<file path="src/rtl/core/assert_macros.svh">
// ---------------------------------------------------------------------------
// assert_macros.svh
// Assertion shorthands shared by the column engine modules.
// ---------------------------------------------------------------------------
`ifndef ASSERT_MACROS_SVH
`define ASSERT_MACROS_SVH

// Clocked check, held off while reset is low.
`define BCC_ASSERT(lbl, clk, rst_n, prop, msg) \
  lbl: assert property (@(posedge clk) disable iff (!rst_n) prop) else $error(msg);

// Clocked check, active in every cycle.
`define BCC_ASSERT_ALWAYS(lbl, clk, prop, msg) \
  lbl: assert property (@(posedge clk) prop) else $error(msg);

`endif

</file>
<file path="src/rtl/core/bcc_pkg.sv">
// ---------------------------------------------------------------------------
// bcc_pkg
// Types, codes and widths shared by the banded Cholesky column engine.
// ---------------------------------------------------------------------------
`timescale 1ns / 1ps

package bcc_pkg;

  localparam int MAX_SIZE_DEF  = 1024;
  localparam int BAND_DEF      = 3;
  localparam int FRAC_BITS_DEF = 16;

  localparam int SIZE_W      = 11;
  localparam int COEF_W      = 8;
  localparam int IDX_W       = 10;
  localparam int VAL_W       = 32;
  localparam int CFG_IDX_W   = 3;
  localparam int CFG_DATA_W  = 11;
  localparam int IN_TDATA_W  = 8;
  localparam int OUT_TDATA_W = 56;
  localparam int OUT_TUSER_W = 2;
  localparam int STEP_W      = 4;
  localparam int ROW_W       = 2;
  localparam int OPND_W      = 63;

  typedef enum logic [CFG_IDX_W-1:0] {
    REG_MATRIX_SIZE        = 3'd0,
    REG_COEF_DIAG          = 3'd1,
    REG_COEF_OFF_ONE       = 3'd2,
    REG_COEF_OFF_TWO       = 3'd3,
    REG_CORNER_SIZE        = 3'd4,
    REG_CORNER_FIRST_DIAG  = 3'd5,
    REG_CORNER_OFF         = 3'd6,
    REG_CORNER_SECOND_DIAG = 3'd7
  } cfg_reg_t;

  typedef struct packed {
    logic [SIZE_W-1:0]        matrix_size;
    logic signed [COEF_W-1:0] coef_diag;
    logic signed [COEF_W-1:0] coef_off_one;
    logic signed [COEF_W-1:0] coef_off_two;
    logic [1:0]               corner_size;
    logic signed [COEF_W-1:0] corner_first_diag;
    logic signed [COEF_W-1:0] corner_off;
    logic signed [COEF_W-1:0] corner_second_diag;
  } cfg_t;

  typedef enum logic [3:0] {
    OP_NOP,
    OP_TAKE,
    OP_START_COL,
    OP_INIT_ROW,
    OP_SUB_MUL2,
    OP_SUB_FINAL,
    OP_START_SQRT,
    OP_START_DIV,
    OP_STORE_ITER,
    OP_NEXT_ROW,
    OP_EMIT_START,
    OP_EMIT,
    OP_COL_END,
    OP_EMIT_DONE
  } op_t;

  typedef enum logic [3:0] {
    C_NONE,
    C_ALWAYS,
    C_NO_INPUT,
    C_DONE,
    C_OFFDIAG,
    C_R_NONPOS,
    C_BAD,
    C_BUSY,
    C_MORE_ROWS,
    C_EMIT_LOOP,
    C_OUT_BLOCKED
  } cond_t;

  typedef struct packed {
    op_t               op;
    cond_t             cond;
    logic [STEP_W-1:0] target;
  } ctrl_word_t;

  typedef struct packed {
    logic in_valid;
    logic col_done;
    logic offdiag;
    logic r_nonpos;
    logic bad;
    logic iter_busy;
    logic more_rows;
    logic emit_loop;
    logic out_blocked;
  } status_t;

  typedef enum logic {
    MODE_SQRT,
    MODE_DIV
  } iter_mode_t;

  typedef struct packed {
    logic              start;
    iter_mode_t        mode;
    logic [OPND_W-1:0] operand;
    logic              neg;
    logic [VAL_W-1:0]  divisor;
  } iter_req_t;

  typedef struct packed {
    logic             busy;
    logic [VAL_W-1:0] result;
  } iter_rsp_t;

endpackage

</file>
<file path="src/rtl/core/banded_cholesky_column_engine_top.sv">
// ---------------------------------------------------------------------------
// banded_cholesky_column_engine_top
// Column-at-a-time Cholesky factor of a symmetric band matrix, half-bandwidth
// two, with optional corner block, in signed fixed point.
//
//   channel  dir  handshake              payload
//   in_      in   in_tvalid/in_tready    tdata[0] restart
//   out_     out  out_tvalid/out_tready  tdata row,col,value; tlast; tuser
//   cfg_     in   cfg_valid/cfg_ready    cfg_index register, cfg_data value
//
// One word in yields up to three factor words; the shared root/divide unit,
// one result bit per cycle, sets the pace.
// A column past the end gives one done word.
// rst_n is synchronous; no clearing pass is needed.
// A stalled out_ holds the engine only when a further word must be loaded.
// ---------------------------------------------------------------------------
`timescale 1ns / 1ps

module banded_cholesky_column_engine_top import bcc_pkg::*; #(
  parameter int MAX_SIZE  = MAX_SIZE_DEF,
  parameter int BAND      = BAND_DEF,
  parameter int FRAC_BITS = FRAC_BITS_DEF
) (
  input  logic                   clk,
  input  logic                   rst_n,
  input  logic                   in_tvalid,
  output logic                   in_tready,
  input  logic [IN_TDATA_W-1:0]  in_tdata,   // [0] restart, [7:1] zero
  output logic                   out_tvalid,
  input  logic                   out_tready,
  output logic [OUT_TDATA_W-1:0] out_tdata,  // [9:0] factor row, [19:10] factor column,
                                             // [51:20] factor_value, [55:52] zero
  output logic                   out_tlast,  // last_of_column
  output logic [OUT_TUSER_W-1:0] out_tuser,  // [0] pivot_error, [1] done_res
  input  logic                   cfg_valid,
  output logic                   cfg_ready,
  input  logic [CFG_IDX_W-1:0]   cfg_index,
  input  logic [CFG_DATA_W-1:0]  cfg_data
);

  op_t       op;
  status_t   status;
  iter_req_t iter_req;
  iter_rsp_t iter_rsp;

  bcc_sequencer u_seq (
    .clk    (clk),
    .rst_n  (rst_n),
    .status (status),
    .op     (op)
  );

  bcc_datapath #(
    .MAX_SIZE  (MAX_SIZE),
    .BAND      (BAND),
    .FRAC_BITS (FRAC_BITS)
  ) u_dp (
    .clk        (clk),
    .rst_n      (rst_n),
    .op         (op),
    .status     (status),
    .iter_req   (iter_req),
    .iter_rsp   (iter_rsp),
    .cfg_valid  (cfg_valid),
    .cfg_ready  (cfg_ready),
    .cfg_index  (cfg_index),
    .cfg_data   (cfg_data),
    .in_tvalid  (in_tvalid),
    .in_tready  (in_tready),
    .in_tdata   (in_tdata),
    .out_tvalid (out_tvalid),
    .out_tready (out_tready),
    .out_tdata  (out_tdata),
    .out_tlast  (out_tlast),
    .out_tuser  (out_tuser)
  );

  bcc_iter_unit u_iter (
    .clk   (clk),
    .rst_n (rst_n),
    .req   (iter_req),
    .rsp   (iter_rsp)
  );

endmodule

</file>
<file path="src/rtl/core/bcc_sequencer.sv">
// ---------------------------------------------------------------------------
// bcc_sequencer
// Step counter and control store; issues one control word per cycle.
// ---------------------------------------------------------------------------
`timescale 1ns / 1ps

module bcc_sequencer import bcc_pkg::*; (
  input  logic    clk,
  input  logic    rst_n,
  input  status_t status,
  output op_t     op
);

  localparam logic [STEP_W-1:0] S_TAKE     = 4'd0;
  localparam logic [STEP_W-1:0] S_START    = 4'd1;
  localparam logic [STEP_W-1:0] S_ROW      = 4'd2;
  localparam logic [STEP_W-1:0] S_MUL2     = 4'd3;
  localparam logic [STEP_W-1:0] S_SUBF     = 4'd4;
  localparam logic [STEP_W-1:0] S_SQRT     = 4'd5;
  localparam logic [STEP_W-1:0] S_SQ_WAIT  = 4'd6;
  localparam logic [STEP_W-1:0] S_SQ_JMP   = 4'd7;
  localparam logic [STEP_W-1:0] S_DIV      = 4'd8;
  localparam logic [STEP_W-1:0] S_DIV_WAIT = 4'd9;
  localparam logic [STEP_W-1:0] S_NEXT     = 4'd10;
  localparam logic [STEP_W-1:0] S_EMIT0    = 4'd11;
  localparam logic [STEP_W-1:0] S_EMIT     = 4'd12;
  localparam logic [STEP_W-1:0] S_COL_END  = 4'd13;
  localparam logic [STEP_W-1:0] S_DONE     = 4'd14;
  localparam logic [STEP_W-1:0] S_DONE_JMP = 4'd15;

  function automatic ctrl_word_t rom_word(input logic [STEP_W-1:0] s);
    ctrl_word_t w;
    w = '{op: OP_NOP, cond: C_NONE, target: S_TAKE};
    unique case (s)
      S_TAKE:     w = '{op: OP_TAKE,       cond: C_NO_INPUT,    target: S_TAKE};
      S_START:    w = '{op: OP_START_COL,  cond: C_DONE,        target: S_DONE};
      S_ROW:      w = '{op: OP_INIT_ROW,   cond: C_NONE,        target: S_TAKE};
      S_MUL2:     w = '{op: OP_SUB_MUL2,   cond: C_NONE,        target: S_TAKE};
      S_SUBF:     w = '{op: OP_SUB_FINAL,  cond: C_OFFDIAG,     target: S_DIV};
      S_SQRT:     w = '{op: OP_START_SQRT, cond: C_R_NONPOS,    target: S_NEXT};
      S_SQ_WAIT:  w = '{op: OP_STORE_ITER, cond: C_BUSY,        target: S_SQ_WAIT};
      S_SQ_JMP:   w = '{op: OP_NOP,        cond: C_ALWAYS,      target: S_NEXT};
      S_DIV:      w = '{op: OP_START_DIV,  cond: C_BAD,         target: S_NEXT};
      S_DIV_WAIT: w = '{op: OP_STORE_ITER, cond: C_BUSY,        target: S_DIV_WAIT};
      S_NEXT:     w = '{op: OP_NEXT_ROW,   cond: C_MORE_ROWS,   target: S_ROW};
      S_EMIT0:    w = '{op: OP_EMIT_START, cond: C_NONE,        target: S_TAKE};
      S_EMIT:     w = '{op: OP_EMIT,       cond: C_EMIT_LOOP,   target: S_EMIT};
      S_COL_END:  w = '{op: OP_COL_END,    cond: C_ALWAYS,      target: S_TAKE};
      S_DONE:     w = '{op: OP_EMIT_DONE,  cond: C_OUT_BLOCKED, target: S_DONE};
      S_DONE_JMP: w = '{op: OP_NOP,        cond: C_ALWAYS,      target: S_TAKE};
      default:    w = '{op: OP_NOP,        cond: C_ALWAYS,      target: S_TAKE};
    endcase
    return w;
  endfunction

  logic [STEP_W-1:0] step_r, step_nxt;
  ctrl_word_t        word;
  logic              jump;

  assign word = rom_word(step_r);
  assign op   = word.op;

  always_comb begin
    unique case (word.cond)
      C_NONE:        jump = 1'b0;
      C_ALWAYS:      jump = 1'b1;
      C_NO_INPUT:    jump = !status.in_valid;
      C_DONE:        jump = status.col_done;
      C_OFFDIAG:     jump = status.offdiag;
      C_R_NONPOS:    jump = status.r_nonpos;
      C_BAD:         jump = status.bad;
      C_BUSY:        jump = status.iter_busy;
      C_MORE_ROWS:   jump = status.more_rows;
      C_EMIT_LOOP:   jump = status.emit_loop;
      C_OUT_BLOCKED: jump = status.out_blocked;
      default:       jump = 1'b0;
    endcase
    step_nxt = jump ? word.target : step_r + 4'd1;
  end

  always_ff @(posedge clk) begin
    if (!rst_n) begin
      step_r <= S_TAKE;
    end else begin
      step_r <= step_nxt;
    end
  end

endmodule

</file>
<file path="src/rtl/core/bcc_iter_unit.sv">
// ---------------------------------------------------------------------------
// bcc_iter_unit
// Shared iterative unit: integer square root, one result bit per step, or
// signed restoring division with saturation, one quotient bit per step.
// ---------------------------------------------------------------------------
`timescale 1ns / 1ps

`include "assert_macros.svh"

module bcc_iter_unit import bcc_pkg::*; (
  input  logic      clk,
  input  logic      rst_n,
  input  iter_req_t req,
  output iter_rsp_t rsp
);

  localparam int CNT_W      = 6;
  localparam int SQRT_STEPS = 32;
  localparam int DIV_STEPS  = 33;

  iter_mode_t        mode_r;
  logic              neg_r;
  logic              ovf_r;
  logic [63:0]       acc_r, acc_nxt;
  logic [63:0]       res_r, res_nxt;
  logic [OPND_W-1:0] aux_r, aux_nxt;
  logic [VAL_W-1:0]  div_r;
  logic [CNT_W-1:0]  cnt_r;

  logic [63:0]       sq_trial;
  logic [VAL_W:0]    dv_trial;
  logic [VAL_W:0]    dv_diff;
  logic [VAL_W:0]    quot;
  logic [VAL_W-1:0]  result;

  always_comb begin
    sq_trial = res_r + {1'b0, aux_r};
    dv_trial = {acc_r[VAL_W-1:0], aux_r[OPND_W-1]};
    dv_diff  = dv_trial - {1'b0, div_r};
    acc_nxt  = acc_r;
    res_nxt  = res_r;
    aux_nxt  = aux_r;
    if (mode_r == MODE_SQRT) begin
      if (acc_r >= sq_trial) begin
        acc_nxt = acc_r - sq_trial;
        res_nxt = (res_r >> 1) + {1'b0, aux_r};
      end else begin
        res_nxt = res_r >> 1;
      end
      aux_nxt = aux_r >> 2;
    end else begin
      if (dv_trial >= {1'b0, div_r}) begin
        acc_nxt = {31'b0, dv_diff};
        res_nxt = {res_r[62:0], 1'b1};
      end else begin
        acc_nxt = {31'b0, dv_trial};
        res_nxt = {res_r[62:0], 1'b0};
      end
      aux_nxt = aux_r << 1;
    end
  end

  always_ff @(posedge clk) begin
    if (!rst_n) begin
      cnt_r <= '0;
    end else if (req.start) begin
      cnt_r <= (req.mode == MODE_SQRT) ? CNT_W'(SQRT_STEPS) : CNT_W'(DIV_STEPS);
    end else if (cnt_r != '0) begin
      cnt_r <= cnt_r - 6'd1;
    end
  end

  always_ff @(posedge clk) begin
    if (req.start) begin
      mode_r <= req.mode;
      neg_r  <= req.neg;
      div_r  <= req.divisor;
      res_r  <= '0;
      if (req.mode == MODE_SQRT) begin
        acc_r <= {1'b0, req.operand};
        aux_r <= {1'b1, 62'b0};
        ovf_r <= 1'b0;
      end else begin
        acc_r <= {34'b0, req.operand[OPND_W-1:DIV_STEPS]};
        aux_r <= {req.operand[DIV_STEPS-1:0], 30'b0};
        ovf_r <= {2'b0, req.operand[OPND_W-1:DIV_STEPS]} >= req.divisor;
      end
    end else if (cnt_r != '0) begin
      acc_r <= acc_nxt;
      res_r <= res_nxt;
      aux_r <= aux_nxt;
    end
  end

  always_comb begin
    quot = res_r[VAL_W:0];
    if (mode_r == MODE_SQRT) begin
      result = (res_r > 64'h7FFF_FFFF) ? 32'h7FFF_FFFF : res_r[VAL_W-1:0];
    end else if (neg_r) begin
      result = (ovf_r || quot > 33'h0_8000_0000) ? 32'h8000_0000 : (~quot[VAL_W-1:0] + 32'd1);
    end else begin
      result = (ovf_r || quot > 33'h0_7FFF_FFFF) ? 32'h7FFF_FFFF : quot[VAL_W-1:0];
    end
  end

  assign rsp.busy   = (cnt_r != '0);
  assign rsp.result = result;

  `BCC_ASSERT(a_start_idle, clk, rst_n, req.start |-> (cnt_r == '0), "start while unit busy")
  `BCC_ASSERT(a_count_down, clk, rst_n, (cnt_r != '0) |=> (cnt_r == $past(cnt_r) - 6'd1), "step count skipped")

endmodule

</file>
<file path="src/rtl/core/bcc_datapath.sv">
// ---------------------------------------------------------------------------
// bcc_datapath
// Configuration registers, column state, residue arithmetic, factor window
// and output word register, driven by the sequencer's operation code.
// ---------------------------------------------------------------------------
`timescale 1ns / 1ps

`include "assert_macros.svh"

module bcc_datapath import bcc_pkg::*; #(
  parameter int MAX_SIZE  = MAX_SIZE_DEF,
  parameter int BAND      = BAND_DEF,
  parameter int FRAC_BITS = FRAC_BITS_DEF
) (
  input  logic                   clk,
  input  logic                   rst_n,
  input  op_t                    op,
  output status_t                status,
  output iter_req_t              iter_req,
  input  iter_rsp_t              iter_rsp,
  input  logic                   cfg_valid,
  output logic                   cfg_ready,
  input  logic [CFG_IDX_W-1:0]   cfg_index,
  input  logic [CFG_DATA_W-1:0]  cfg_data,
  input  logic                   in_tvalid,
  output logic                   in_tready,
  input  logic [IN_TDATA_W-1:0]  in_tdata,
  output logic                   out_tvalid,
  input  logic                   out_tready,
  output logic [OUT_TDATA_W-1:0] out_tdata,
  output logic                   out_tlast,
  output logic [OUT_TUSER_W-1:0] out_tuser
);

  localparam logic signed [63:0] LIM     = 64'sd1 <<< (62 - FRAC_BITS);
  localparam logic signed [63:0] NEG_LIM = -LIM;

  cfg_t                     cfg_r;
  logic [SIZE_W-1:0]        j_r;
  logic [ROW_W-1:0]         d_r;
  logic                     bad_r;
  logic signed [63:0]       r_r;
  logic signed [63:0]       prod_r;
  logic signed [VAL_W-1:0]  col_r [3];
  logic signed [VAL_W-1:0]  w0_r [3];
  logic signed [VAL_W-1:0]  w1_r [3];

  logic                     out_valid_r;
  logic [IDX_W-1:0]         out_row_r;
  logic [IDX_W-1:0]         out_col_r;
  logic [VAL_W-1:0]         out_val_r;
  logic                     out_last_r;
  logic                     out_err_r;
  logic                     out_done_r;

  logic [SIZE_W-1:0]        n;
  logic [SIZE_W-1:0]        rows_left;
  logic [ROW_W-1:0]         nrows_m1;
  logic                     col_done;
  logic                     out_free;
  logic                     out_load;
  logic                     take;

  logic [1:0]               cs;
  logic signed [12:0]       start_s, row_s, colp_s, li, lj;
  logic signed [COEF_W-1:0] coef;
  logic signed [63:0]       r_init;

  logic signed [VAL_W-1:0]  mul_a, mul_b;
  logic signed [63:0]       mul_p;
  logic signed [63:0]       prod_sh;

  logic signed [63:0]       r_sq, r_dv, sq_sh, dv_sh, dv_mag;

  assign cfg_ready = rst_n;
  assign in_tready = (op == OP_TAKE) && rst_n;
  assign take      = in_tvalid && in_tready;
  assign out_free  = !out_valid_r || out_tready;
  assign out_load  = ((op == OP_EMIT) || (op == OP_EMIT_DONE)) && out_free;

  always_comb begin
    n = ({21'b0, cfg_r.matrix_size} > 32'(MAX_SIZE)) ? SIZE_W'(MAX_SIZE) : cfg_r.matrix_size;
    col_done  = (j_r >= n);
    rows_left = n - j_r;
    nrows_m1  = (rows_left >= SIZE_W'(BAND)) ? ROW_W'(BAND - 1) : (rows_left[ROW_W-1:0] - 2'd1);
  end

  always_comb begin
    cs      = (cfg_r.corner_size > 2'd2) ? 2'd2 : cfg_r.corner_size;
    start_s = signed'({2'b00, n}) - signed'({11'b0, cs});
    row_s   = signed'({2'b00, j_r}) + signed'({11'b0, d_r});
    colp_s  = signed'({2'b00, j_r});
    li      = row_s - start_s;
    lj      = colp_s - start_s;
    if (cs != 2'd0 && colp_s >= start_s) begin
      if (li == 13'sd0 && lj == 13'sd0) begin
        coef = cfg_r.corner_first_diag;
      end else if (li == 13'sd1 && lj == 13'sd1) begin
        coef = cfg_r.corner_second_diag;
      end else begin
        coef = cfg_r.corner_off;
      end
    end else begin
      case (d_r)
        2'd0:    coef = cfg_r.coef_diag;
        2'd1:    coef = cfg_r.coef_off_one;
        default: coef = cfg_r.coef_off_two;
      endcase
    end
    r_init = {{(64 - COEF_W){coef[COEF_W-1]}}, coef} <<< FRAC_BITS;
  end

  // Shared multiplier: window term of column j-1, then of column j-2.
  always_comb begin
    mul_a = '0;
    mul_b = '0;
    if (op == OP_INIT_ROW) begin
      if ((32'(d_r) + 1 < BAND) && (d_r < 2'd2)) begin
        mul_a = (d_r == 2'd0) ? w0_r[1] : w0_r[2];
        mul_b = w0_r[1];
      end
    end else if (op == OP_SUB_MUL2) begin
      if ((d_r == 2'd0) && (BAND > 2)) begin
        mul_a = w1_r[2];
        mul_b = w1_r[2];
      end
    end
    mul_p   = mul_a * mul_b;
    prod_sh = prod_r >>> FRAC_BITS;
  end

  always_comb begin
    r_sq   = (r_r > LIM) ? LIM : r_r;
    sq_sh  = r_sq <<< FRAC_BITS;
    r_dv   = (r_r > LIM) ? LIM : ((r_r < NEG_LIM) ? NEG_LIM : r_r);
    dv_sh  = r_dv <<< FRAC_BITS;
    dv_mag = dv_sh[63] ? -dv_sh : dv_sh;
    iter_req.start   = ((op == OP_START_SQRT) && (r_r > 64'sd0)) ||
                       ((op == OP_START_DIV) && !bad_r);
    iter_req.mode    = (op == OP_START_DIV) ? MODE_DIV : MODE_SQRT;
    iter_req.operand = (op == OP_START_DIV) ? dv_mag[OPND_W-1:0] : sq_sh[OPND_W-1:0];
    iter_req.neg     = dv_sh[63];
    iter_req.divisor = col_r[0];
  end

  always_comb begin
    status.in_valid    = in_tvalid;
    status.col_done    = col_done;
    status.offdiag     = (d_r != 2'd0);
    status.r_nonpos    = (r_r <= 64'sd0);
    status.bad         = bad_r;
    status.iter_busy   = iter_rsp.busy;
    status.more_rows   = (d_r != nrows_m1);
    status.emit_loop   = !out_free || (d_r != nrows_m1);
    status.out_blocked = !out_free;
  end

  always_ff @(posedge clk) begin
    if (!rst_n) begin
      cfg_r.matrix_size        <= 11'd1;
      cfg_r.coef_diag          <= 8'sd2;
      cfg_r.coef_off_one       <= '0;
      cfg_r.coef_off_two       <= '0;
      cfg_r.corner_size        <= '0;
      cfg_r.corner_first_diag  <= '0;
      cfg_r.corner_off         <= '0;
      cfg_r.corner_second_diag <= '0;
      j_r         <= '0;
      d_r         <= '0;
      bad_r       <= 1'b0;
      out_valid_r <= 1'b0;
      for (int k = 0; k < 3; k++) begin
        w0_r[k] <= '0;
        w1_r[k] <= '0;
      end
    end else begin
      if (cfg_valid && cfg_ready) begin
        unique case (cfg_reg_t'(cfg_index))
          REG_MATRIX_SIZE:        cfg_r.matrix_size        <= cfg_data;
          REG_COEF_DIAG:          cfg_r.coef_diag          <= cfg_data[COEF_W-1:0];
          REG_COEF_OFF_ONE:       cfg_r.coef_off_one       <= cfg_data[COEF_W-1:0];
          REG_COEF_OFF_TWO:       cfg_r.coef_off_two       <= cfg_data[COEF_W-1:0];
          REG_CORNER_SIZE:        cfg_r.corner_size        <= cfg_data[1:0];
          REG_CORNER_FIRST_DIAG:  cfg_r.corner_first_diag  <= cfg_data[COEF_W-1:0];
          REG_CORNER_OFF:         cfg_r.corner_off         <= cfg_data[COEF_W-1:0];
          REG_CORNER_SECOND_DIAG: cfg_r.corner_second_diag <= cfg_data[COEF_W-1:0];
          default: ;
        endcase
      end

      if (out_load) begin
        out_valid_r <= 1'b1;
      end else if (out_tready) begin
        out_valid_r <= 1'b0;
      end

      case (op)
        OP_TAKE: begin
          if (take && in_tdata[0]) begin
            j_r <= '0;
            for (int k = 0; k < 3; k++) begin
              w0_r[k] <= '0;
              w1_r[k] <= '0;
            end
          end
        end
        OP_START_COL: begin
          d_r   <= '0;
          bad_r <= 1'b0;
        end
        OP_START_SQRT: begin
          if (r_r <= 64'sd0) begin
            bad_r <= 1'b1;
          end
        end
        OP_NEXT_ROW:   d_r <= d_r + 2'd1;
        OP_EMIT_START: d_r <= '0;
        OP_EMIT: begin
          if (out_free) begin
            d_r <= d_r + 2'd1;
          end
        end
        OP_COL_END: begin
          j_r <= j_r + 11'd1;
          for (int k = 0; k < 3; k++) begin
            w1_r[k] <= w0_r[k];
            w0_r[k] <= col_r[k];
          end
        end
        default: ;
      endcase
    end
  end

  always_ff @(posedge clk) begin
    case (op)
      OP_START_COL: begin
        for (int k = 0; k < 3; k++) begin
          col_r[k] <= '0;
        end
      end
      OP_INIT_ROW: begin
        r_r    <= r_init;
        prod_r <= mul_p;
      end
      OP_SUB_MUL2: begin
        r_r    <= r_r - prod_sh;
        prod_r <= mul_p;
      end
      OP_SUB_FINAL: r_r <= r_r - prod_sh;
      OP_STORE_ITER: begin
        if (!iter_rsp.busy) begin
          col_r[d_r] <= iter_rsp.result;
        end
      end
      OP_EMIT: begin
        if (out_free) begin
          out_row_r  <= IDX_W'(j_r + {9'b0, d_r});
          out_col_r  <= j_r[IDX_W-1:0];
          out_val_r  <= col_r[d_r];
          out_last_r <= (d_r == nrows_m1);
          out_err_r  <= bad_r;
          out_done_r <= 1'b0;
        end
      end
      OP_EMIT_DONE: begin
        if (out_free) begin
          out_row_r  <= '0;
          out_col_r  <= '0;
          out_val_r  <= '0;
          out_last_r <= 1'b1;
          out_err_r  <= 1'b0;
          out_done_r <= 1'b1;
        end
      end
      default: ;
    endcase
  end

  assign out_tvalid = out_valid_r;
  assign out_tdata  = {4'b0, out_val_r, out_col_r, out_row_r};
  assign out_tlast  = out_last_r;
  assign out_tuser  = {out_done_r, out_err_r};

  `BCC_ASSERT(a_pivot_pos, clk, rst_n, (op == OP_EMIT) && !bad_r |-> (col_r[0] > 32'sd0), "good column with non-positive pivot")
  `BCC_ASSERT(a_err_zero, clk, rst_n, out_valid_r && out_err_r |-> (out_val_r == '0), "pivot error word carries nonzero value")

endmodule

</file>
<file path="config.mk">
export PLATFORM = sky130hd
export DESIGN_NAME = banded_cholesky_column_engine_top
export DESIGN_NICKNAME = d
export VERILOG_FILES = /design/src/rtl/core/bcc_pkg.sv /design/src/rtl/core/banded_cholesky_column_engine_top.sv /design/src/rtl/core/bcc_sequencer.sv /design/src/rtl/core/bcc_iter_unit.sv /design/src/rtl/core/bcc_datapath.sv
export VERILOG_INCLUDE_DIRS = /design/src /design/src/rtl/core
export SDC_FILE = /design/constraint.sdc
export NUM_CORES = 2
export LEC_CHECK = 0
export BUFFER_PORTS_ARGS = -buffer_cell sky130_fd_sc_hd__buf_2
export CAP_MARGIN = 20
export CORE_MARGIN = 4
export CORE_UTILIZATION = 30
export CTS_CLUSTER_SIZE = 10
export DETAILED_ROUTE_END_ITERATION = 16
export GPL_TIMING_DRIVEN = 0
export PLACE_DENSITY_LB_ADDON = 0.25
export SYNTH_ARGS = -nofsm -noshare
export SYNTH_HDL_FRONTEND = slang
export SYNTH_HIERARCHICAL = 1
export SYNTH_SLANG_ARGS = --single-unit
export TNS_END_PERCENT = 1
</file>
<file path="constraint.sdc">
create_clock -name clk -period 14.1 [get_ports clk]
set_clock_uncertainty 0.2 [all_clocks]
set_input_delay 2.82 -clock clk [delete_from_list [all_inputs] [get_ports clk]]
set_output_delay 2.82 -clock clk [all_outputs]
set_load 0.005 [all_outputs]
</file>
==> results by group <==
Clock network
  – TritonCTS clock tree: yes
  – Post-CTS Setup Inserts: 0
  – Clock buffer depth: 3
  – CTS clk-pin slew, worst paths: about 0.06 ns
  – Hold_buf cts: 0
  – CTS Buf Count: 91
  – CTS sink count: slightly above 700
  – Root Buffer: clkbuf_16
  – Worst skew pair latency: between 0.7 and 0.8 ns
  – H-tree levels: 3

STA
  – Final period demand of the worst path: about 14 ns
  – Final hold vios: 0
  – RSZ-0062 raised after global routing: no
  – Slew Viols, Final: 0
  – Period utilization: a little under 100%
  – Slew @ Worst Pin: 1.30 ns
  – Worst rel slew slack: between 10% and 20%
  – F_max: between 70 and 80 MHz
  – Final setup margin: about 0.20 ns
  – Final setup violation count: 0
  – WHS: ~0.27 ns
  – Final setup TNS: 0 ns

Worst setup path
  – WP data required: ~14 ns
  – Buf/Inv on CP: 11
  – R2R cell count: 35
  – Crit Path Max Fanout: 10
  – Max incr delay on CP: just under 1 ns
  – Critical R2R Launch: u_dp/d_r[0]$_SDFFE_PN0P_
  – CP Launch Type: flop
  – Crit path capture type: flop
  – WP depth: 35
  – Critical path class: flop to flop
  – Slowest cell on crit path: o21ai_1
  – Largest delay share family, worst path: adder cells
  – CP arrival: roughly 14 ns
  – Internal reg-to-reg setup slack: 0.20 ns
  – Reg2reg end: u_dp/prod_r[58]$_DFFE_PP_
  – Most Frequent Cell on Critical Path: fa_1

Pwr
  – Clock power share: around 8.6%
  – Power density over the cells: between 200 and 300 nW/um^2
  – Peak VDD IR: about 0.17 mV
  – Sequential power share: between 15 and 20%
  – Total power: approximately 0.027 W
  – Net Sw Frac: between 50% and 60%
  – Pleak: 43.2 nW
  – Comb power frac: 75.5%
  – Sw Pwr: roughly 0.015 W
  – Internal: between 0.01 and 0.015 W

Status
  – Status: finished clean

GRT
  – Antenna violations before repair: 35
  – Largest net degree at the start of global routing: 68
  – Gr usage total: 24.6%
  – Total congestion overflow: 0
  – Via count of the first global-routing pass: between 70000 and 80000
  – First-pass GRT wire length: ~550000 microns

Finish
  – Finished Layout Cells: around 14000
  – # nets final: about 12000
  – Area growth, synth to finish: 10.5%
  – Layout cell share with drive strength beyond 1: 4.47%

Hold path
  – Hold Crit Class: flop to flop
  – Hold Path End: u_dp/cfg_r[51]$_SDFFE_PN0P_
  – WHS Path Cells: 2
  – Min-delay src: u_dp/cfg_r[51]$_SDFFE_PN0P_

Placement
  – Gpl congestion: around 1
  – Pre-CTS setup slack: -1.16 ns
  – Dpl cells: 14047
  – Placed wire-length estimate: between 300000 and 400000 microns
  – I/O Buffers: 75

Detailed routing
  – Drc violations: 0
  – WL/cell: approximately 27 microns
  – Vias: roughly 77000
  – Final ANT Viol Nets: 0
  – Total routed wirelength: approximately 380000 microns
  – DRT Pass-1 Iters: 9
  – Via density: around 5.4
  – DR iter-0 viols: about 7700

Synthesis
  – Yosys top cell by area: fa_1
  – Syn Std Cell Area: 88800 sq um
  – Yosys top cell area share: between 20% and 30%
  – Avg Inst Size Synth: ~9 sq um
  – Post-synth top cells: inv_1 (1404), nand2_1 (1158), fa_1 (1091)
  – Cell count after synthesis: around 10000
  – Synth unique cells: approximately 110
  – Synth async-reset ratio: 0%
  – Most frequent cell after synthesis: inv_1
  – EDFF count, synth: 553
  – Area contributors post-synth: fa_1 (25%), edfxtp_1 (19%), ha_1 (7.7%)
  – Synthesis warning total: 6
  – Top_reg_cell synth: edfxtp_1
  – Seq/Total Area, Yosys: ~22%
  – Yosys reg bits: slightly above 700

Die
  – Num rows: between 150 and 200
  – Die height: between 500 and 600 microns
  – Initial Utilization: 30.2%
  – Die ar.: approximately 300000 sq um
  – Chip Width: approximately 550 microns
  – IO Count: slightly below 90
  – Core Area: 294000 sq um

Flow run
  – Max Cap Viol: 0
-- cell usage in the layout, fill, tap and decap left out, drive strengths merged, types with 19 or more instances in the layout --
cell type  Yosys  routed
ha           549     549
and3         238     238
a21oi        534     534
o211ai        77      77
o21bai        64      64
fa          1091    1091
o21ai        510     510
nor2         931     931
a211oi        46      46
o21a          84      84
nand4        113     113
inv         1404    1409
xor2         160     160
dfxtp        164     164
and2          63      63
nor2b        150     150
nor4          40      40
nand3        112     112
a21boi        30      30
clkinv         3      22
buf           79     219
a21o         211     211
o22ai         19      19
conb           1      20
edfxtp       553     553
mux2i        193     193
mux4          32      32
or4           20      20
or3           54      54
clkbuf       467     600
a221oi        20      20
nand2       1160    1160
o31ai         45      45
a31oi         73      73
nor3          96      96
xnor2        223     223
nand2b        72      72
-- state kept, by name, summed over array words and instances, names as in the netlist, 10 cells and up, named ones only --
register	count
u_dp/w1_r	32
u_iter/acc_r	64
u_dp/prod_r	48
u_iter/aux_r	63
u_dp/out_col_r	10
u_dp/w0_r	64
u_dp/r_r	64
u_dp/j_r	11
u_iter/res_r	64
u_dp/out_val_r	32
u_dp/col_r	128
u_dp/out_row_r	10
u_seq/word	12
u_iter/div_r	32
u_dp/cfg_r	61
-- worst max path at each step --
| stage | start | endpoint | slack (ns) |
|---|---|---|---|
| after floorplan | u_dp/d_r[0]$_SDFFE_PN0P_ | u_dp/prod_r[62]$_DFFE_PP_ | 4.11 |
| after global placement | u_dp/d_r[0]$_SDFFE_PN0P_ | u_dp/prod_r[53]$_DFFE_PP_ | -1.44 |
| after detailed placement | u_dp/d_r[0]$_SDFFE_PN0P_ | u_dp/prod_r[58]$_DFFE_PP_ | -1.16 |
| after CTS | u_dp/d_r[0]$_SDFFE_PN0P_ | u_dp/prod_r[58]$_DFFE_PP_ | 0.04 |
| after global routing | u_dp/d_r[0]$_SDFFE_PN0P_ | u_dp/prod_r[53]$_DFFE_PP_ | 0.001 |
| final | u_dp/d_r[0]$_SDFFE_PN0P_ | u_dp/prod_r[58]$_DFFE_PP_ | 0.20 |
-- power groups by stage --
stage	clock network [W]	registers, W	logic [W]
after floorplan	0	0.00388	0.0132
after global placement	0	0.00444	0.0196
after detailed placement	0	0.00435	0.0198
after CTS	0.00239	0.00431	0.0200
after global routing	0.00248	0.00435	0.0222
final	0.00234	0.00432	0.0205
-- through the flow --
step / utilization (%) / cell area, sq um
floorplan: - / 88900
global placement: 32.0 / 94100
detailed placement: 32.3 / 95000
CTS: 33.3 / 97900
global route: 33.3 / 98100
finish: 33.3 / 98100
-- metal layers --
| metal | vias to the layer above | wire length, microns | global-route usage, % |
|---|---|---|---|
| li1 | 33757 | - | - |
| met1 | 38875 | 160000 | 32.9 |
| met2 | 3408 | 172000 | 38.9 |
| met3 | 713 | 32800 | 4.92 |
| met4 | 16 | 18200 | 10.0 |
| met5 | - | 99 | 0 |
-- kinds of logic (layout without fill, tap and decap cells) --
| group | Yosys count | in the layout | synth area share, % |
|---|---|---|---|
| compound gates | 1928 | 1928 | 13.7 |
| xor+xnor | 383 | 383 | 3.78 |
| fa+ha+maj | 1640 | 1640 | 32.3 |
| buf+inv | 1953 | 2254 | 8.48 |
| flops | 717 | 717 | 22.4 |
| mux | 238 | 238 | 3.15 |
| other cells | 1 | 30 | 0.00422 |
| simple gates | 3124 | 3124 | 16.1 |
-- worst register-to-register path, delay by kind of cell (launching register included) --
family                   cells  cell delay, ns
multiplexers                 1            0.26
adder cells (fa/ha/maj)     10            4.85
buffers and inverters       11            3.54
AND/OR/NAND/NOR              1            0.19
flip-flops                   1            0.46
AO/OA/AOI/OAI               11            3.98
XOR/XNOR                     1            0.16
-- area by class of cell --
class / count / area (sq um)
Antenna cell: 10 / 25.0
Buffer: 546 / 2260
Clock buffer: 128 / 2520
Clock inverter: 28 / 378
Fill cell: 30968 / 196000
Inverter: 1407 / 5280
Multi-Input combinational cell: 7333 / 61500
Sequential cell: 717 / 19900
Tap cell: 3919 / 4900
Timing Repair Buffer: 145 / 1350
-- repair_timing --
action,CTS,global route
endpoints found under the setup margin,24,18
resized for setup,6,16
cloned,0,0
Power figures use the tool's default switching activity.
